$ cat src/joint_orientation_frame_assert.svh
// Assertion macros shared by the joint orientation frame RTL.
`ifndef JOINT_ORIENTATION_FRAME_ASSERT_SVH
`define JOINT_ORIENTATION_FRAME_ASSERT_SVH

// Implication checked on every clock edge outside reset.
`define JOF_ASSERT_IMP(label, clk, rst_n, pre, post) \
	label: assert property (@(posedge clk) disable iff (!rst_n) (pre) |-> (post)) \
		else $error("assertion failed");

// Implication checked in the cycle after the condition.
`define JOF_ASSERT_NEXT(label, clk, rst_n, pre, post) \
	label: assert property (@(posedge clk) disable iff (!rst_n) (pre) |=> (post)) \
		else $error("assertion failed");

`endif

$ cat src/jof_pkg.sv
// Package: types, constants and joint rule table for the joint orientation frame.
`timescale 1ns / 1ps
package jof_pkg;

	localparam int JointCount = 20;
	localparam int PosFracBits = 12;
	localparam int IdxW = 5;
	localparam int PosW = 16;
	localparam logic signed [15:0] OneQ14 = 16'sd16384;

	typedef enum logic [2:0] {
		M_X  = 3'd0,
		M_Y  = 3'd1,
		M_Z  = 3'd2,
		M_XY = 3'd3,
		M_YX = 3'd4,
		M_YZ = 3'd5
	} mode_t;

	localparam logic CMD_LOAD  = 1'b0;
	localparam logic CMD_QUERY = 1'b1;

	typedef struct packed {
		logic                   command;
		logic [IdxW-1:0]        joint_index;
		logic signed [PosW-1:0] pos_x;
		logic signed [PosW-1:0] pos_y;
		logic signed [PosW-1:0] pos_z;
		logic                   tracked;
	} in_req_t;

	typedef struct packed {
		logic signed [15:0] xaxis_x;
		logic signed [15:0] xaxis_y;
		logic signed [15:0] xaxis_z;
		logic signed [15:0] yaxis_x;
		logic signed [15:0] yaxis_y;
		logic signed [15:0] yaxis_z;
		logic signed [15:0] zaxis_x;
		logic signed [15:0] zaxis_y;
		logic signed [15:0] zaxis_z;
		logic               valid_res;
	} out_req_t;

	// Queue entry from the front end: the query, already classified.
	typedef struct packed {
		logic            tracked;
		mode_t           mode;
		logic [IdxW-1:0] am;
		logic [IdxW-1:0] as_;
		logic [IdxW-1:0] bm;
		logic [IdxW-1:0] bs;
	} job_t;

	typedef struct packed {
		mode_t           mode;
		logic [IdxW-1:0] am;
		logic [IdxW-1:0] as_;
		logic [IdxW-1:0] bm;
		logic [IdxW-1:0] bs;
	} rule_t;

	function automatic rule_t rule_lookup(input logic [IdxW-1:0] j);
		rule_t r;
		case (j)
			5'd0:  r = '{M_YX, 5'd16, 5'd12, 5'd1,  5'd0};
			5'd1:  r = '{M_YX, 5'd8,  5'd4,  5'd2,  5'd1};
			5'd2:  r = '{M_YX, 5'd8,  5'd4,  5'd3,  5'd2};
			5'd3:  r = '{M_Y,  5'd3,  5'd2,  5'd0,  5'd0};
			5'd4:  r = '{M_XY, 5'd4,  5'd5,  5'd6,  5'd5};
			5'd5:  r = '{M_XY, 5'd5,  5'd6,  5'd4,  5'd5};
			5'd6:  r = '{M_X,  5'd6,  5'd7,  5'd0,  5'd0};
			5'd7:  r = '{M_X,  5'd6,  5'd7,  5'd0,  5'd0};
			5'd8:  r = '{M_XY, 5'd9,  5'd8,  5'd10, 5'd9};
			5'd9:  r = '{M_XY, 5'd10, 5'd9,  5'd8,  5'd9};
			5'd10: r = '{M_X,  5'd11, 5'd10, 5'd0,  5'd0};
			5'd11: r = '{M_X,  5'd11, 5'd10, 5'd0,  5'd0};
			5'd12: r = '{M_YX, 5'd16, 5'd12, 5'd12, 5'd13};
			5'd13: r = '{M_YZ, 5'd13, 5'd14, 5'd14, 5'd15};
			5'd14: r = '{M_Z,  5'd14, 5'd15, 5'd0,  5'd0};
			5'd15: r = '{M_Z,  5'd14, 5'd15, 5'd0,  5'd0};
			5'd16: r = '{M_YX, 5'd16, 5'd12, 5'd16, 5'd17};
			5'd17: r = '{M_YZ, 5'd17, 5'd18, 5'd18, 5'd19};
			5'd18: r = '{M_Z,  5'd18, 5'd19, 5'd0,  5'd0};
			5'd19: r = '{M_Z,  5'd18, 5'd19, 5'd0,  5'd0};
			default: r = '{M_X, 5'd0, 5'd0, 5'd0, 5'd0};
		endcase
		return r;
	endfunction

endpackage

$ cat src/jof_queue.sv
// Two-entry job queue between front and back end.
`timescale 1ns / 1ps
module jof_queue (
	input  logic          clk,
	input  logic          arst_n,
	input  logic          wr_valid,
	output logic          wr_ready,
	input  jof_pkg::job_t wr_data,
	output logic          rd_valid,
	input  logic          rd_ready,
	output jof_pkg::job_t rd_data
);
	jof_pkg::job_t mem_q [2];
	logic       wp_q, rp_q;
	logic [1:0] cnt_q;
	logic       push, pop;

	assign wr_ready = cnt_q != 2'd2;
	assign rd_valid = cnt_q != 2'd0;
	assign rd_data  = mem_q[rp_q];
	assign push     = wr_valid && wr_ready;
	assign pop      = rd_valid && rd_ready;

	always_ff @(posedge clk) begin
		if (push) begin
			mem_q[wp_q] <= wr_data;
		end
	end

	always_ff @(posedge clk or negedge arst_n) begin
		if (!arst_n) begin
			wp_q  <= 1'b0;
			rp_q  <= 1'b0;
			cnt_q <= 2'd0;
		end else begin
			if (push) wp_q <= !wp_q;
			if (pop)  rp_q <= !rp_q;
			cnt_q <= cnt_q + 2'(push) - 2'(pop);
		end
	end

	`include "joint_orientation_frame_assert.svh"
	`JOF_ASSERT_IMP(a_q_no_over, clk, arst_n, cnt_q == 2'd2, !push)
	`JOF_ASSERT_IMP(a_q_no_under, clk, arst_n, cnt_q == 2'd0, !pop)
endmodule

$ cat config.mk
export PLATFORM = sky130hd
export DESIGN_NAME = jof_queue
export DESIGN_NICKNAME = d
export VERILOG_FILES = /design/src/jof_pkg.sv /design/src/jof_queue.sv
export VERILOG_INCLUDE_DIRS = /design/src /design/src/src
export SDC_FILE = /design/constraint.sdc
export NUM_CORES = 1
export LEC_CHECK = 0
export BUFFER_PORTS_ARGS = -buffer_cell sky130_fd_sc_hd__buf_2
export CAP_MARGIN = 20
export CORE_UTILIZATION = 45
export DETAILED_ROUTE_END_ITERATION = 8
export GPL_TIMING_DRIVEN = 0
export HOLD_SLACK_MARGIN = 0.12
export PLACE_DENSITY = 0.74
export SLEW_MARGIN = 30
export SYNTH_ARGS = -nofsm -noshare
export SYNTH_HDL_FRONTEND = slang
export SYNTH_SLANG_ARGS = --single-unit
$ cat constraint.sdc
create_clock -name clk -period 2.1 [get_ports clk]
set_clock_uncertainty 0.05 [all_clocks]
set_input_delay 0 -clock clk [delete_from_list [all_inputs] [get_ports clk]]
set_output_delay 0 -clock clk [all_outputs]
set_load 0.02 [all_outputs]
Yosys cells after proc, flatten, opt, wreduce, memory -nomap -nowiden
Memories as Yosys holds them, arrays and structs flattened. Cells that the tools add are included.

Register bits after elaboration: 4. Memories: 1. Bits in writable memories: 48. Input bits: 28. Output and inout bits: 26.

Equal/unequal tests: 1. Add/subtract/negate cells: 2. Muxes and demuxes: 2. Reductions and logical operators: 5.

Memory list: mem_q (words 2, width 24, rd ports 1, clocked after Yosys merged registers in 0, wr ports 1, line jof_queue.sv:13) `jof_pkg::job_t mem_q [2];`.

Operator list (count): $add 2x1->2 (1); $logic_and 1x1->1 (2); $logic_not 1->1 (2); $mux 1 (2); $ne 2x2->1 const B (1); $reduce_bool 2->1 (1); $sub 2x1->2 (1).

Longest topological paths before layout
Word-level depth: 4. Depth in mapped cells: 5. Mapped depth without buffers: 5.

Least setup slack after synthesis
OpenSTA, ideal clock, no wires.

Path kind: reg-to-reg. Start point: register cnt_q[0]. End point: memory mem_q[0][0] in the netlist's numbering (enable). Period minus slack after synthesis: 2.285 ns. Slack: -0.185 ns. Cell stages (with the launch flop): 4. Arrival time: 1.830 ns. Required time: 1.645 ns. Buffers on the path: 0. Path through: dfrtp_1 -> nand2b_1 -> nand2_1 -> nor2_1.

Word-level cells in the longest chain between the ends: 4.

Ends and longest elaborated chain: from (decl) (line jof_queue.sv:15) `logic [1:0] cnt_q;`; from (signal assigned) (line jof_queue.sv:38) `cnt_q <= cnt_q + 2'(push) - 2'(pop);`; $ne 2x2->1 (line jof_queue.sv:18) `assign wr_ready = cnt_q != 2'd2;`; net wr_ready (line jof_queue.sv:7) `output logic wr_ready,`; $logic_and 1x1->1 (line jof_queue.sv:21) `assign push = wr_valid && wr_ready;`; $mux 1 (line jof_queue.sv:25) `if (push) begin`; $mux 1 (implied by the code) (line jof_queue.sv:26) `mem_q[wp_q] <= wr_data;`; to (decl) (line jof_queue.sv:13).

The timed path passes the listed nets, and every way through them passes these cells.

Worst setup path in the final report
Start point: register cnt_q[0]. End point: memory mem_q[0][17] in the netlist's numbering (enable).

Word-level cells in the longest chain between the ends: 4.

Ends and longest elaborated chain (line): $ne 2x2->1 (jof_queue.sv:18); $logic_and 1x1->1 (jof_queue.sv:21); $mux 1 (jof_queue.sv:25); $mux 1 (implied by the code) (jof_queue.sv:26).

Every way passes these cells.

==> results.cfg <==
[logic_synthesis]
synth-simple-area-share_pct = 3.32
syn_area_mm2 = 0.00196
synth_top_family_by_area = multiplexers
muxShareOfSynthArea_pct = 13.8
syn_area_per_cell_um2 = 20.2
synth-seq-cells = 52
synth-xor-area-share_pct = 1.34
synth.distinct_cells = 17
syn-instance-count = 97
ys_warn_count = 0
syn_nets = 126
yosysSeqAreaShare_pct = 78.6
synth_compound_area_share_pct = 1.53
synth_ff_type = edfxtp_1
synth_edf_count = 48
async_flop_share_pct = 7.69
synth_fa_ha_area_share_pct = 0.638

[floorplan]
dieWidth_um = 68.0
dieArea_mm2 = 0.00462
initial_core_util_pct = 48.0
die_height_um = 68.0
fp.coreArea_mm2 = 0.00409
io-pin-count = 54
fp-row-count = 23

[timing]
fmax_mhz = 567
fin_crit_sh_pct = 83.9
tightest_slew_ns = 0.716
worst_slack_ns = 0.337
rsz0062_at_grt = no
report.final.slew_viol_count = 0
setup_viol = 0
fin_tns_setup_ns = 0
slew-limit-headroom_pct = 52.1
finalHoldViolations = 0
period_needed_ns = 1.76

[route]
drtPass1Iterations = 3
vias = 1142
drt_iter0_markers = 52
drc = 0
drt-wirelength-per-cell_um = 14.9
antenna_left = 0
finalWirelength_um = 3530
vias_per_cell = 4.84

[layout]
multi_input_area_um2 = 412
design_area_mm2 = 0.00266
fillers = 307
drive_above_1_share_pct = 49.5
nNetsFinal = 214
final_common_cell = buf_2
syn2layout_area_growth_pct = 35.7
regArea_mm2 = 0.00154
layout_common_cells = buf_2, edfxtp_1, dlygate4sd3_1
insertedDiodeCount = 0

[flow_run]
maxCapViolCount = 0

[clock_network]
htree_levels = 2
clkTransAtPathRegs_ns = 0.08
clk_latency_ns = 0.29
cts_tree = built
numCtsBuffers = 5
clock_path_buffers = 2
cts_root_buf = clkbuf_8
cts.sink_count = 52

[hold_path]
hold_path.class = in -> reg

[global_route]
grt_util_met1_pct = 18.5
grt_max_degree = 25
busiest_layer = met2
gr-usage-met2_pct = 32.2
antenna_found_initial = 0
grt_pass1_vias = 1208
grt_use_total_pct = 17.5
grt_use_met3_pct = 5.33
grt_remaining_overflow = 0
grt_first_pass_wirelength_um = 5500

[worst_setup_path]
timing.critical_path.cells = nand2b_1 -> nand2_1 -> nor2_4
crit_slowest_cell = nor2_4
cp.required_ns = 1.98
critPathKind = reg -> reg
cp.arrival_ns = 1.64
slowest_delay_ns = 0.58
start_kind = register
end_kind = register
worstPathMaxFanout = 24

[pwr]
ir_worst_vdd_mv = 1.21
power_uw = 3300
p_sw_uw = 1110
power.clock.fraction_pct = 16.0
switching_share_pct = 33.7
p_int_uw = 2190
power.density_mw_per_mm2 = 1240
sequentialPowerShare_pct = 46.0
p_leak_uw = 0.00102
power_frac_comb_pct = 38.0

[placement]
placed_area_mm2 = 0.00230
dp_hpwl_um = 2410
routabilityCongestion = 0.608
pre_cts_slack_ns = 0.343
io_buffers = 53

[outcome]
outcome = completed
==> metrics by stage <==
stage	hold WS (ns)	utilization [%]	instances
floorplan	-0.346	-	97
global placement	-0.241	56.1	200
detailed placement	-0.236	56.2	200
CTS	0.365	65.1	236
global route	0.361	65.1	236
finish	0.373	65.1	236
==> cells in the mapped netlist (all sizes together), types with 2 or more instances <==
cell    number  area share, %
buf          3           0.77
dfrtp        4            5.1
edfxtp      48             74
mux2        24             14
nand2        2           0.38
nor2         3           0.57
xnor2        3            1.3
==> power groups by stage <==
stage	clock network (uW)	logic (uW)	registers, uW
after CTS	549	1270	1520
after floorplan	0	873	1500
after detailed placement	0	1230	1550
after global placement	0	1180	1510
after global routing	593	1360	1540
final	527	1250	1520
==> registers in the layout, indices dropped and copies added, names as in the netlist <==
name,count
mem_q,48
wp_q,1
cnt_q,2
rp_q,1
==> routing by layer <==
metal	vias up	part of all wire, %
li1	547	-
met1	554	39
met2	36	55
met3	5	4.9
met4	0	1.4
met5	-	0
==> what timing repair did <==
action                                 in CTS  in global routing
resized for setup                           0                  0
hold buffers                               28                  0
endpoints found under the hold margin      55                  0
setup buffers                               0                  0
==> cell type report <==
class                      count  share of cell area [%]
sequential                    52                    57.9
multi-input combinational     42                    15.5
timing repair buffer          81                    20.5
tap                           50                    2.35
clock inverter                 2                   0.423
buffer                         3                   0.564
clock buffer                   6                    2.73
==> cell families (layout without fill, tap and decap cells) <==
| kind of cell | after synthesis | count (layout) |
|---|---|---|
| flops | 52 | 52 |
| mux | 24 | 24 |
| simple gates | 11 | 11 |
| compound gates | 3 | 3 |
| xor+xnor | 3 | 3 |
| buf+inv | 3 | 92 |
| fa+ha+maj | 1 | 1 |
==> critical path, delay by kind of cell (launching register included) <==
family,cells,cell delay [ns]
flops,1,0.45
simple gates,3,0.90
==> path summary, 6_finish.rpt <==
kind / from / to / slack [ns] / depth (start not counted)
setup / recovery: cnt_q[0]$_DFF_PN0_ / mem_q[0][17]$_DFFE_PP_ / 0.34 / 3
hold / removal: wr_data[3] / mem_q[1][3]$_DFFE_PP_ / 0.37 / 2
setup reg to reg: cnt_q[0]$_DFF_PN0_ / mem_q[0][17]$_DFFE_PP_ / 0.34 / 3
hold reg to reg: wp_q$_DFFE_PN0P_ / wp_q$_DFFE_PN0P_ / 0.56 / 1
max in group asynchronous: arst_n / rp_q$_DFFE_PN0P_ / 1.29 / 3
min in group asynchronous: arst_n / wp_q$_DFFE_PN0P_ / 0.54 / 3
(Power assumes the default switching activity.)
