File: src/joint_orientation_frame_assert.svh
// Assertion macros shared by the joint orientation frame RTL.
`ifndef JOINT_ORIENTATION_FRAME_ASSERT_SVH
`define JOINT_ORIENTATION_FRAME_ASSERT_SVH

// Implication checked on every clock edge outside reset.
`define JOF_ASSERT_IMP(label, clk, rst_n, pre, post) \
	label: assert property (@(posedge clk) disable iff (!rst_n) (pre) |-> (post)) \
		else $error("assertion failed");

// Implication checked in the cycle after the condition.
`define JOF_ASSERT_NEXT(label, clk, rst_n, pre, post) \
	label: assert property (@(posedge clk) disable iff (!rst_n) (pre) |=> (post)) \
		else $error("assertion failed");

`endif

File: src/jof_pkg.sv
// Package: types, constants and joint rule table for the joint orientation frame.
`timescale 1ns / 1ps
package jof_pkg;

	localparam int JointCount = 20;
	localparam int PosFracBits = 12;
	localparam int IdxW = 5;
	localparam int PosW = 16;
	localparam logic signed [15:0] OneQ14 = 16'sd16384;

	typedef enum logic [2:0] {
		M_X  = 3'd0,
		M_Y  = 3'd1,
		M_Z  = 3'd2,
		M_XY = 3'd3,
		M_YX = 3'd4,
		M_YZ = 3'd5
	} mode_t;

	localparam logic CMD_LOAD  = 1'b0;
	localparam logic CMD_QUERY = 1'b1;

	typedef struct packed {
		logic                   command;
		logic [IdxW-1:0]        joint_index;
		logic signed [PosW-1:0] pos_x;
		logic signed [PosW-1:0] pos_y;
		logic signed [PosW-1:0] pos_z;
		logic                   tracked;
	} in_req_t;

	typedef struct packed {
		logic signed [15:0] xaxis_x;
		logic signed [15:0] xaxis_y;
		logic signed [15:0] xaxis_z;
		logic signed [15:0] yaxis_x;
		logic signed [15:0] yaxis_y;
		logic signed [15:0] yaxis_z;
		logic signed [15:0] zaxis_x;
		logic signed [15:0] zaxis_y;
		logic signed [15:0] zaxis_z;
		logic               valid_res;
	} out_req_t;

	// Queue entry from the front end: the query, already classified.
	typedef struct packed {
		logic            tracked;
		mode_t           mode;
		logic [IdxW-1:0] am;
		logic [IdxW-1:0] as_;
		logic [IdxW-1:0] bm;
		logic [IdxW-1:0] bs;
	} job_t;

	typedef struct packed {
		mode_t           mode;
		logic [IdxW-1:0] am;
		logic [IdxW-1:0] as_;
		logic [IdxW-1:0] bm;
		logic [IdxW-1:0] bs;
	} rule_t;

	function automatic rule_t rule_lookup(input logic [IdxW-1:0] j);
		rule_t r;
		case (j)
			5'd0:  r = '{M_YX, 5'd16, 5'd12, 5'd1,  5'd0};
			5'd1:  r = '{M_YX, 5'd8,  5'd4,  5'd2,  5'd1};
			5'd2:  r = '{M_YX, 5'd8,  5'd4,  5'd3,  5'd2};
			5'd3:  r = '{M_Y,  5'd3,  5'd2,  5'd0,  5'd0};
			5'd4:  r = '{M_XY, 5'd4,  5'd5,  5'd6,  5'd5};
			5'd5:  r = '{M_XY, 5'd5,  5'd6,  5'd4,  5'd5};
			5'd6:  r = '{M_X,  5'd6,  5'd7,  5'd0,  5'd0};
			5'd7:  r = '{M_X,  5'd6,  5'd7,  5'd0,  5'd0};
			5'd8:  r = '{M_XY, 5'd9,  5'd8,  5'd10, 5'd9};
			5'd9:  r = '{M_XY, 5'd10, 5'd9,  5'd8,  5'd9};
			5'd10: r = '{M_X,  5'd11, 5'd10, 5'd0,  5'd0};
			5'd11: r = '{M_X,  5'd11, 5'd10, 5'd0,  5'd0};
			5'd12: r = '{M_YX, 5'd16, 5'd12, 5'd12, 5'd13};
			5'd13: r = '{M_YZ, 5'd13, 5'd14, 5'd14, 5'd15};
			5'd14: r = '{M_Z,  5'd14, 5'd15, 5'd0,  5'd0};
			5'd15: r = '{M_Z,  5'd14, 5'd15, 5'd0,  5'd0};
			5'd16: r = '{M_YX, 5'd16, 5'd12, 5'd16, 5'd17};
			5'd17: r = '{M_YZ, 5'd17, 5'd18, 5'd18, 5'd19};
			5'd18: r = '{M_Z,  5'd18, 5'd19, 5'd0,  5'd0};
			5'd19: r = '{M_Z,  5'd18, 5'd19, 5'd0,  5'd0};
			default: r = '{M_X, 5'd0, 5'd0, 5'd0, 5'd0};
		endcase
		return r;
	endfunction

endpackage

File: src/jof_front.sv
// Front end: takes requests, stores the tracked flag of joint loads, classifies queries into jobs.
`timescale 1ns / 1ps
module jof_front (
	input  logic               clk,
	input  logic               arst_n,
	input  logic               in_valid,
	output logic               in_ready,
	input  jof_pkg::in_req_t   in_data,
	output logic               job_valid,
	input  logic               job_ready,
	output jof_pkg::job_t      job,
	// high when no query is queued or being built
	input  logic               load_ok,
	// position write port toward the store in the back end
	output logic               wr_en,
	output logic [4:0]         wr_idx
);
	logic [jof_pkg::JointCount-1:0] trk_q;
	logic                           in_range;
	logic                           is_load;
	jof_pkg::rule_t                 rule;

	assign in_range = in_data.joint_index < 5'(jof_pkg::JointCount);
	assign is_load  = in_data.command == jof_pkg::CMD_LOAD;
	assign rule     = jof_pkg::rule_lookup(in_data.joint_index);

	// Loads wait until earlier queries have read the store; queries wait for queue room.
	assign in_ready  = is_load ? load_ok : job_ready;
	assign job_valid = in_valid && !is_load;
	assign wr_en     = in_valid && is_load && in_range && load_ok;
	assign wr_idx    = in_data.joint_index;

	always_comb begin
		job.mode = rule.mode;
		job.am   = rule.am;
		job.as_  = rule.as_;
		job.bm   = rule.bm;
		job.bs   = rule.bs;
		job.tracked = in_range && trk_q[in_data.joint_index];
	end

	always_ff @(posedge clk or negedge arst_n) begin
		if (!arst_n) begin
			trk_q <= '0;
		end else if (wr_en) begin
			trk_q[in_data.joint_index] <= in_data.tracked;
		end
	end
endmodule

File: config.mk
export PLATFORM = sky130hd
export DESIGN_NAME = jof_front
export DESIGN_NICKNAME = d
export VERILOG_FILES = /design/src/joint_orientation_frame_assert.svh /design/src/jof_pkg.sv /design/src/jof_front.sv
export SDC_FILE = /design/constraint.sdc
export NUM_CORES = 1
export LEC_CHECK = 0
export BUFFER_PORTS_ARGS = -buffer_cell sky130_fd_sc_hd__buf_2
export CAP_MARGIN = 20
export CORE_MARGIN = 4
export CORE_UTILIZATION = 35
export CTS_BUF_LIST = sky130_fd_sc_hd__clkbuf_8
export CTS_CLUSTER_SIZE = 8
export DETAILED_ROUTE_END_ITERATION = 10
export PLACE_DENSITY = 0.66
export SLEW_MARGIN = 20
export SYNTH_ARGS = -nofsm -noshare
export SYNTH_HDL_FRONTEND = slang
export SYNTH_SLANG_ARGS = --single-unit
export TNS_END_PERCENT = 100
File: constraint.sdc
create_clock -name clk -period 3.6 [get_ports clk]
set_input_delay 1.08 -clock clk [delete_from_list [all_inputs] [get_ports clk]]
set_output_delay 1.08 -clock clk [all_outputs]
set_load 0.1 [all_outputs]
Yosys cells after proc, flatten, opt, wreduce, memory -nomap -nowiden
Memory sizes are Yosys's and may differ from the RTL's.
Index checks and enable logic that the tools add are counted.

storage, ports and cells
  bits of input ports = 60
  register bits after elaboration = 20
  memories = 1
  word-level logic and storage cells = 18
  output and inout bits = 32
  memory bits (read-only) = 736

operators by class
  mux-type cells = 6
  reduce and logical (&&, ||, !) cells = 6
  bitwise logic cells = 1
  order comparisons = 3

memories
  name             words  bits a word  read ports  clocked after Yosys merged registers in  write ports  RTL line       source
  (no name shown)  32     23           1           0                                        0            jof_pkg.sv:65  case (j)

operator list
  cell                  number
  $bwmux W20            1
  $logic_and A1 B1 Y1   6
  $lt A5 B6 Y1 const B  1
  $bmux W1 S5           1
  $demux W1 S5          1
  $ge A5 B1 Y1 const B  1
  $lt A5 B5 Y1 const B  1
  $mux W1               3
  $not A1 Y1            1

Longest topological paths before layout
Gate-level depths: netlist of the first run.

  word-level depth = 5
  mapped depth = 7
  mapped depth without buffers = 6

Worst setup path before layout of the first run
Ideal clock, no wire load.

  kind = input-to-output
  start point = in in_data[50] (netlist name)
  end point = out job[21] (netlist name)
  path slack = -2.131 ns
  data required time = 2.520 ns
  stages = 6
  arrival = 4.651 ns
  cell sequence = buf_2 > inv_1 > ha_1 > nor2b_1 > a21oi_1 > o22ai_1

RTL lines
  what                RTL line         source
  start: declaration  jof_front.sv:8   input jof_pkg::in_req_t in_data,
  end: declaration    jof_front.sv:11  output jof_pkg::job_t job,

==> results of run 1 <==
[cell usage in the layout, fill, tap and decap left out, types with 3 or more instances in the layout]
cell type  Yosys  final
dfrtp_1       20     20
ha_1           9      7
buf_4          8     31
mux2i_1        5      5
inv_1          4      3
a21oi_1       11      9
nand4_1        4      4
nor3_1         4      3
nor4_1         7      6
buf_2          7     16
clkbuf_8       0      3
nor2_2         0      3
o22ai_4        0      5
nand2_1        8      7
nor2b_1        5      3
nor2_1        12      8
o21ai_4        0      3
mux4_2         3      3
buf_12         0     25
nand2b_1       5      5
mux2_2        21     21
nand3_1       11     11
[metal layers]
layer  track usage (%)  vias to the layer above  part of all wire [%]
met4              5.25                        0                  0.99
met3              1.42                        5                   3.1
li1                  -                      767                     -
met5                 0                        -                     0
met1              21.4                      747                    44
met2              28.5                       37                    52
[report_power, final]
group	total (uW)	switching [uW]	internal (uW)
clock network	140	66.1	74.4
logic	416	270	146
registers	247	7.18	239
[cells by family after synthesis]
group / after synthesis / share of synthesized area (%)
AOI/OAI and AO/OA: 36 / 14.0
muxes: 29 / 21.5
buffers and inverters: 25 / 8.50
and+or+nand+nor: 60 / 18.8
DFF: 20 / 30.4
adders and majority gates: 9 / 6.83
[critical path, cell delays in order]
cell      delay [ns]
buf_4           0.16
mux4_2          0.51
a311oi_1        0.27
o211ai_1        0.21
buf_12          0.23
[worst max path at each step]
stage,to,startpoint,depth (start not counted),slack (ns)
after floorplan,job[23],in_data[51],4,-0.44
after global placement,job[23],in_data[49],5,-0.007
after detailed placement,job[23],in_data[49],5,0.001
after CTS,job[10],in_data[50],8,0.002
after global routing,job[23],in_data[49],5,0.00009
final,job[23],in_data[49],5,0.05
[per-stage QoR]
| step | util, % | TNS, ns |
|---|---|---|
| after global placement | 59.0 | -0.00736 |
| after floorplan | - | -0.790 |
| after global routing | 60.2 | 0 |
| final | 60.2 | 0 |
| after CTS | 59.9 | 0 |
| after detailed placement | 59.0 | 0 |
[repair_timing]
item	in CTS	in global routing
buffers inserted	0	0
pin swaps	1	0
hold buffers	0	0
cloned	0	0
setup endpoints to repair	1	6
resized for setup	1	5
[area by class of cell]
class | instances | area, um2 | area share (%)
multi-input combinational | 134 | 1210 | 45.1
timing repair buffer | 75 | 840 | 31.4
sequential | 20 | 500 | 18.7
tap | 52 | 65.1 | 2.43
clock buffer | 3 | 41.3 | 1.54
inverter | 4 | 22.5 | 0.841
==> flow_metrics.env, run 1 <==
export IMPL_h_tree_depth=1
export IMPL_ff2ff_path_depth=1
export IMPL_vias=1556
export IMPL_drt_total_wl_um=4660
export IMPL_path_clk_slew_ns=0.07
export IMPL_avgSynthCellArea_um2=9.21
export IMPL_synth_edff_count=0
export IMPL_vdd_drop_max_v=0.000207
export IMPL_clock_path_buffers=2
export IMPL_outcome="complete, no violations"
export IMPL_power_density_nw_per_um2=300
export IMPL_grtUsageTotal_pct=16.4
export IMPL_rows=24
export IMPL_reg2reg_from="trk_q[19]"
export IMPL_largest_register="trk_q"
export IMPL_synth_area_leaders="dfrtp_1 (30%), mux2_2 (14%), ha_1 (6.8%)"
export IMPL_cap_viol_max_count=0
export IMPL_post_route_cells_drive_above_1_share_pct=55.1
export IMPL_grt_setup_unrepaired="no"
export IMPL_largestRegisters="trk_q (20)"
export IMPL_core_um2=4440
export IMPL_syn_area_um2=1650
export IMPL_critPathLaunchType="input pin"
export IMPL_grt_pass1_vias=1611
export IMPL_grt_first_pass_wirelength_um=7850
export IMPL_dpl_cell_count=285
export IMPL_synth_top_area_share_pct=30.4
export IMPL_dp_hpwl_um=3740
export IMPL_post_route_period_util_pct=98.5
export IMPL_fillCellCount=374
export IMPL_holdCritStartpoint="trk_q[6]"
export IMPL_fin_crit_ns=3.55
export IMPL_grt_max_degree=28
export IMPL_hold_path_end="trk_q[6]"
export IMPL_p_total_uw=803
export IMPL_placed_cell_area_um2=2620
export IMPL_vias_per_cell=5.40
export IMPL_critPathMaxFanout=7
export IMPL_die_h_um=76.6
export IMPL_routabilityCongestion=0.831
export IMPL_layoutNonFillerInstCount=288
export IMPL_hold_path_class="flip-flop to flip-flop"
export IMPL_dr_pass1_iters=4
export IMPL_fin_skew_ns=0
export IMPL_fmax_ghz=0.282
export IMPL_die_area_um2=5870
export IMPL_cts_tree="yes"
export IMPL_postRouteAntennaNets=0
export IMPL_setup_slack_ns=0.0535
export IMPL_start_util_pct=37.1
export IMPL_synth_net_count=248
export IMPL_async_reset_ff_share_pct=100
export IMPL_io_buffers=43
export IMPL_yosys_area_top_type="dfrtp_1"
export IMPL_largest_reg_flops=20
export IMPL_slew_headroom_pct=67.8
export IMPL_syn2layout_area_growth_pct=62.5
export IMPL_required_ns=2.52
export IMPL_worstSkewPairLatency_ns=0.25
export IMPL_cp_end_kind="output port"
export IMPL_chipWidth_um=76.6
export IMPL_finalNetCount=307
export IMPL_r2r_end="trk_q[19]"
export IMPL_ys_warn_count=0
export IMPL_io_pin_count=92
export IMPL_routedWlPerCell_um=16.2
export IMPL_r2r_slack_ns=2.83
export IMPL_diodes=0
export IMPL_static_leakage_power_uw=0.00116
export IMPL_synth_main_ff_cell="dfrtp_1"
export IMPL_final_max_slew_viol_count=0
export IMPL_worst_pin_slew_ns=0.486
export IMPL_ys_seq_area_share_pct=30.4
export IMPL_critical_path_class="input pin to output port"
export IMPL_cts_sinks=20
export IMPL_final_area_um2=2680
export IMPL_final_setup_viol_count=0
export IMPL_cts_root_buffer_cell="clkbuf_8"
export IMPL_detail_route_iter0_violations=102
export IMPL_place_ws_ns=0.00104
export IMPL_synth_most_common_cell="mux2_2"
export IMPL_ys_ff_latch=20
export IMPL_cts_made_buffers=3
export IMPL_grt_overflow_total=0
export IMPL_hold_violations=0
export IMPL_synthTopCellsByCount="mux2_2 (21), dfrtp_1 (20), nor2_1 (12)"
export IMPL_synth_cell_type_count=34
export IMPL_timing_hold_ws_ns=0.504
export IMPL_drt_drc_violations_left=0
export IMPL_syn_inst=179
export IMPL_min_path_cells=1
export IMPL_antenna_found_initial=0
export IMPL_critPathArrivalTime_ns=2.47
Note: power is estimated with default switching activity, not from simulation.
==> inputs of run 2 (changes only) <==
--- a/config.mk
+++ b/config.mk
@@ -7,6 +7,7 @@
 export LEC_CHECK = 0
 export BUFFER_PORTS_ARGS = -buffer_cell sky130_fd_sc_hd__buf_2
 export CAP_MARGIN = 20
+export CORE_ASPECT_RATIO = 1.1
 export CORE_MARGIN = 4
 export CORE_UTILIZATION = 35
 export CTS_BUF_LIST = sky130_fd_sc_hd__clkbuf_8
==> flow_metrics.env, run 2 (synthesis results as in run 1) <==
export IMPL_cap_viol_max_count=0
export IMPL_worstSkewPairLatency_ns=0.26
export IMPL_ff2ff_path_depth=1
export IMPL_hold_violations=0
export IMPL_grt_setup_unrepaired="no"
export IMPL_vias_per_cell=5.46
export IMPL_postCtsSetupBuffers=0
export IMPL_cts_made_buffers=3
export IMPL_cp_end_kind="output port"
export IMPL_grtUsageTotal_pct=16.0
export IMPL_largestRegisters="trk_q (20)"
export IMPL_grt_overflow_total=0
export IMPL_vdd_drop_max_v=0.000327
export IMPL_grt_pass1_vias=1571
export IMPL_min_path_cells=1
export IMPL_routedWlPerCell_um=15.3
export IMPL_detail_route_iter0_violations=84
export IMPL_static_leakage_power_uw=0.00120
export IMPL_required_ns=2.52
export IMPL_layoutNonFillerInstCount=296
export IMPL_hold_path_class="flip-flop to flip-flop"
export IMPL_dr_pass1_iters=4
export IMPL_vias=1617
export IMPL_final_common_cell="buf_4"
export IMPL_cts_root_buffer_cell="clkbuf_8"
export IMPL_grt_max_degree=21
export IMPL_fmax_ghz=0.284
export IMPL_hold_buffers=0
export IMPL_grt_first_pass_wirelength_um=7370
export IMPL_start_util_pct=37.4
export IMPL_path_clk_slew_ns=0.07
export IMPL_power_density_nw_per_um2=321
export IMPL_p_total_uw=884
export IMPL_final_cell_mix="buf_4 (38), buf_12 (25), mux2_2 (21)"
export IMPL_die_area_um2=5870
export IMPL_h_tree_depth=1
export IMPL_critPathLaunchType="input pin"
export IMPL_post_route_cells_drive_above_1_share_pct=57.0
export IMPL_slew_headroom_pct=67.4
export IMPL_dp_hpwl_um=3780
export IMPL_routabilityCongestion=0.790
export IMPL_final_setup_viol_count=0
export IMPL_path_cells="buf_4 -> mux4_2 -> a311oi_1 -> o211ai_1 -> buf_12"
export IMPL_die_h_um=80.0
export IMPL_critical_path_class="input pin to output port"
export IMPL_fillCellCount=355
export IMPL_slowest_stage="mux4_2"
export IMPL_cts_tree="yes"
export IMPL_io_pin_count=92
export IMPL_critPathArrivalTime_ns=2.45
export IMPL_core_um2=4410
export IMPL_io_buffers=43
export IMPL_finalNetCount=312
export IMPL_antenna_found_initial=0
export IMPL_fin_crit_ns=3.53
export IMPL_worst_pin_slew_ns=0.493
export IMPL_postLayoutCoreUtil_pct=62.4
export IMPL_drt_drc_violations_left=0
export IMPL_cts_sinks=20
export IMPL_r2r_slack_ns=2.82
export IMPL_timing_hold_ws_ns=0.508
export IMPL_chipWidth_um=73.4
export IMPL_max_stage_delay_ns=0.51
export IMPL_diodes=0
export IMPL_postRouteAntennaNets=0
export IMPL_dpl_cell_count=292
export IMPL_final_max_slew_viol_count=0
export IMPL_post_route_period_util_pct=97.9
export IMPL_clock_path_buffers=2
export IMPL_fin_skew_ns=0
export IMPL_largest_reg_flops=20
export IMPL_largest_register="trk_q"
export IMPL_syn2layout_area_growth_pct=67.0
export IMPL_rows=25
export IMPL_outcome="complete, no violations"
export IMPL_drt_total_wl_um=4530
export IMPL_critPathMaxFanout=6
[run 2: cell count changes in the layout (fill, tap and decap cells not counted), sizes merged]
cell / before / now
buf: 73 / 80
bufinv: 0 / 1
clkbuf: 5 / 3
[run 2: worst paths after layout]
check,start,end
max in group asynchronous,arst_n,trk_q[16]
hold reg to reg,trk_q[19],trk_q[19]
setup / recovery,in_data[49],job[23]
min in group asynchronous,arst_n,trk_q[0]
hold / removal,trk_q[19],trk_q[19]
setup reg to reg,trk_q[14],trk_q[14]
[run 2: routing by layer]
layer | vias to the layer above | wire, um | share of wire, % | track usage [%]
met2 | 42 | 2430 | 54 | 29.2
met4 | 0 | 88 | 1.9 | 6.16
met1 | 792 | 1810 | 40 | 19.0
met5 | - | 0 | 0 | 0
li1 | 774 | - | - | -
met3 | 9 | 201 | 4.4 | 1.39
[run 2: stage by stage]
step / TNS, ns / cell area (um2) / setup WS [ns]
after floorplan: -0.790 / 1930 / -0.440
after global placement: -0.00756 / 2660 / -0.00737
after detailed placement: -0.0348 / 2660 / -0.0313
after CTS: 0 / 2740 / 0.0486
after global routing: 0 / 2750 / 0.00188
final: 0 / 2750 / 0.0743
[run 2: power by group]
group	internal, uW	switching (uW)
clock	148	69.4
combinational	149	270
sequential	239	7.37
total	537	347
[run 2: final cells by class]
cell class / instances / area, um2 / share of cell area [%]
Tap cell: 54 / 67.6 / 2.45
Clock buffer: 3 / 41.3 / 1.50
Multi-Input combinational cell: 134 / 1220 / 44.3
Sequential cell: 20 / 500 / 18.2
Clock inverter: 1 / 30.0 / 1.09
Timing Repair Buffer: 80 / 871 / 31.6
Inverter: 4 / 22.5 / 0.818
[run 2: repair_timing]
action,CTS,global route
pin swaps,1,0
endpoints found under the hold margin,0,0
gates resized for setup,2,4
endpoints found under the setup margin,3,1
[run 2: worst max-delay path, delay by kind of cell]
family | cells | cell delay [ns]
AOI/OAI and AO/OA | 2 | 0.49
muxes | 1 | 0.51
buffers and inverters | 2 | 0.36
==> inputs of run 3 (changes only) <==
--- a/config.mk
+++ b/config.mk
@@ -5,7 +5,6 @@
 export SDC_FILE = /design/constraint.sdc
 export NUM_CORES = 1
 export LEC_CHECK = 0
-export BUFFER_PORTS_ARGS = -buffer_cell sky130_fd_sc_hd__buf_2
 export CAP_MARGIN = 20
 export CORE_ASPECT_RATIO = 1.1
 export CORE_MARGIN = 4
@@ -13,7 +12,8 @@
 export CTS_BUF_LIST = sky130_fd_sc_hd__clkbuf_8
 export CTS_CLUSTER_SIZE = 8
 export DETAILED_ROUTE_END_ITERATION = 10
-export PLACE_DENSITY = 0.66
+export DONT_BUFFER_PORTS = 1
+export PLACE_DENSITY = 0.49
 export SLEW_MARGIN = 20
 export SYNTH_ARGS = -nofsm -noshare
 export SYNTH_HDL_FRONTEND = slang
==> flow_metrics.env, run 3 (synthesis results as in run 1) <==
export IMPL_grt_setup_unrepaired="no"
export IMPL_vdd_drop_max_v=0.000207
export IMPL_dp_hpwl_um=3400
export IMPL_dpl_cell_count=244
export IMPL_grtUsageTotal_pct=16.1
export IMPL_post_route_cells_drive_above_1_share_pct=44.0
export IMPL_path_clk_slew_ns=0.06
export IMPL_share_comb_of_total_power_pct=44.7
export IMPL_clock_path_buffers=2
export IMPL_syn2layout_area_growth_pct=34.8
export IMPL_r2r_slack_ns=2.81
export IMPL_postRouteAntennaNets=0
export IMPL_largest_reg_flops=20
export IMPL_chipWidth_um=73.4
export IMPL_diodes=0
export IMPL_p_sw_share_pct=39.6
export IMPL_antenna_found_initial=0
export IMPL_drt_drc_violations_left=0
export IMPL_ctsResizeCount=0
export IMPL_placed_cell_area_um2=2180
export IMPL_fmax_ghz=0.294
export IMPL_path_cells="inv_8 -> ha_1 -> nor2b_1 -> a21o_1 -> a21oi_1 -> o21ai_4 -> buf_12"
export IMPL_slew_headroom_pct=63.8
export IMPL_start_util_pct=37.4
export IMPL_p_total_uw=696
export IMPL_layoutNonFillerInstCount=247
export IMPL_cellInternalPower_uw=421
export IMPL_cp_end_kind="output port"
export IMPL_detail_route_iter0_violations=100
export IMPL_critPathMaxFanout=17
export IMPL_outcome="complete, no violations"
export IMPL_cts_tree="yes"
export IMPL_final_area_um2=2220
export IMPL_worstSkewPairLatency_ns=0.25
export IMPL_p_sw_uw=275
export IMPL_r2r_end="trk_q[16]"
export IMPL_hold_buffers=0
export IMPL_fin_crit_ns=3.41
export IMPL_vias_per_cell=5.83
export IMPL_largest_register="trk_q"
export IMPL_final_max_slew_viol_count=0
export IMPL_io_buffers=0
export IMPL_vias=1441
export IMPL_cts_made_buffers=3
export IMPL_power_density_nw_per_um2=313
export IMPL_grt_pass1_vias=1410
export IMPL_critPathArrivalTime_ns=2.33
export IMPL_die_h_um=80.0
export IMPL_die_area_um2=5870
export IMPL_largestRegisters="trk_q (20)"
export IMPL_routedWlPerCell_um=18.0
export IMPL_final_setup_viol_count=0
export IMPL_cts_sinks=20
export IMPL_postCtsSetupBuffers=0
export IMPL_critPathLaunch="in_data[50]"
export IMPL_routabilityCongestion=0.807
export IMPL_reg2reg_from="trk_q[16]"
export IMPL_ff2ff_path_depth=1
export IMPL_crit_cells=7
export IMPL_cap_viol_max_count=0
export IMPL_critPathLaunchType="input pin"
export IMPL_cts_root_buffer_cell="clkbuf_8"
export IMPL_hold_violations=0
export IMPL_path_delay_family="compound AO/OA/AOI/OAI gates"
export IMPL_max_stage_delay_ns=0.34
export IMPL_post_route_period_util_pct=94.6
export IMPL_h_tree_depth=1
export IMPL_power_frac_seq_pct=35.5
export IMPL_drt_total_wl_um=4450
export IMPL_required_ns=2.52
export IMPL_dr_pass1_iters=4
export IMPL_p_clk_share_pct=19.8
export IMPL_final_cell_mix="mux2_2 (21), buf_4 (21), dfrtp_1 (20)"
export IMPL_static_leakage_power_uw=0.000925
export IMPL_crit_path_end="job[10]"
export IMPL_grt_overflow_total=0
export IMPL_hold_path_class="flip-flop to flip-flop"
export IMPL_worst_pin_slew_ns=0.548
export IMPL_critical_path_class="input pin to output port"
export IMPL_fin_skew_ns=0
export IMPL_finalNetCount=264
export IMPL_core_um2=4410
export IMPL_io_pin_count=92
export IMPL_grt_max_degree=34
export IMPL_path_buf_inv=2
export IMPL_rows=25
export IMPL_slowest_stage="nor2b_1"
export IMPL_grt_first_pass_wirelength_um=7380
run 3: per-stage QoR:
step | hold WS [ns] | TNS [ns] | util (%) | worst slack [ns]
6_report | 0.505 | 0 | 50.4 | 0.195
5_1_grt | 0.492 | 0 | 50.4 | 0.0998
4_1_cts | 0.508 | 0 | 50.4 | 0.192
3_5_place_dp | 0.493 | 0 | 49.4 | 0.209
3_3_place_gp | 0.482 | 0 | 49.4 | 0.208
2_1_floorplan | 0.474 | -0.790 | - | -0.440
run 3: area by class of cell:
cell class	count	area (um2)
timing repair buffer	32	385
inverter	4	22.5
sequential	20	500
tap	54	67.6
fill	407	2190
clock buffer	3	41.3
multi-input combinational	134	1200
run 3: worst min path at each step:
stage / startpoint / end / slack (ns) / depth (start not counted)
after floorplan: trk_q[6] / trk_q[6] / 0.47 / 1
after global placement: trk_q[0] / trk_q[0] / 0.48 / 1
after detailed placement: trk_q[2] / trk_q[2] / 0.49 / 1
after CTS: arst_n / trk_q[6] / 0.51 / 0
after global routing: arst_n / trk_q[6] / 0.49 / 0
final: trk_q[14] / trk_q[14] / 0.50 / 1
run 3: layer usage:
metal | routed length [um] | track usage, % | vias up
met3 | 297 | 2.52 | 5
met2 | 2240 | 26.4 | 48
met4 | 61 | 5.43 | 0
met1 | 1850 | 21.4 | 699
li1 | - | - | 689
met5 | 0 | 0 | -
run 3: power groups by stage:
stage          registers (uW)  clock network [uW]  logic (uW)
6_report                  247                 138         311
5_1_grt                   248                 158         325
4_1_cts                   247                 144         313
3_5_place_dp              251                   0         313
3_3_place_gp              250                   0         311
2_1_floorplan             248                   0         290
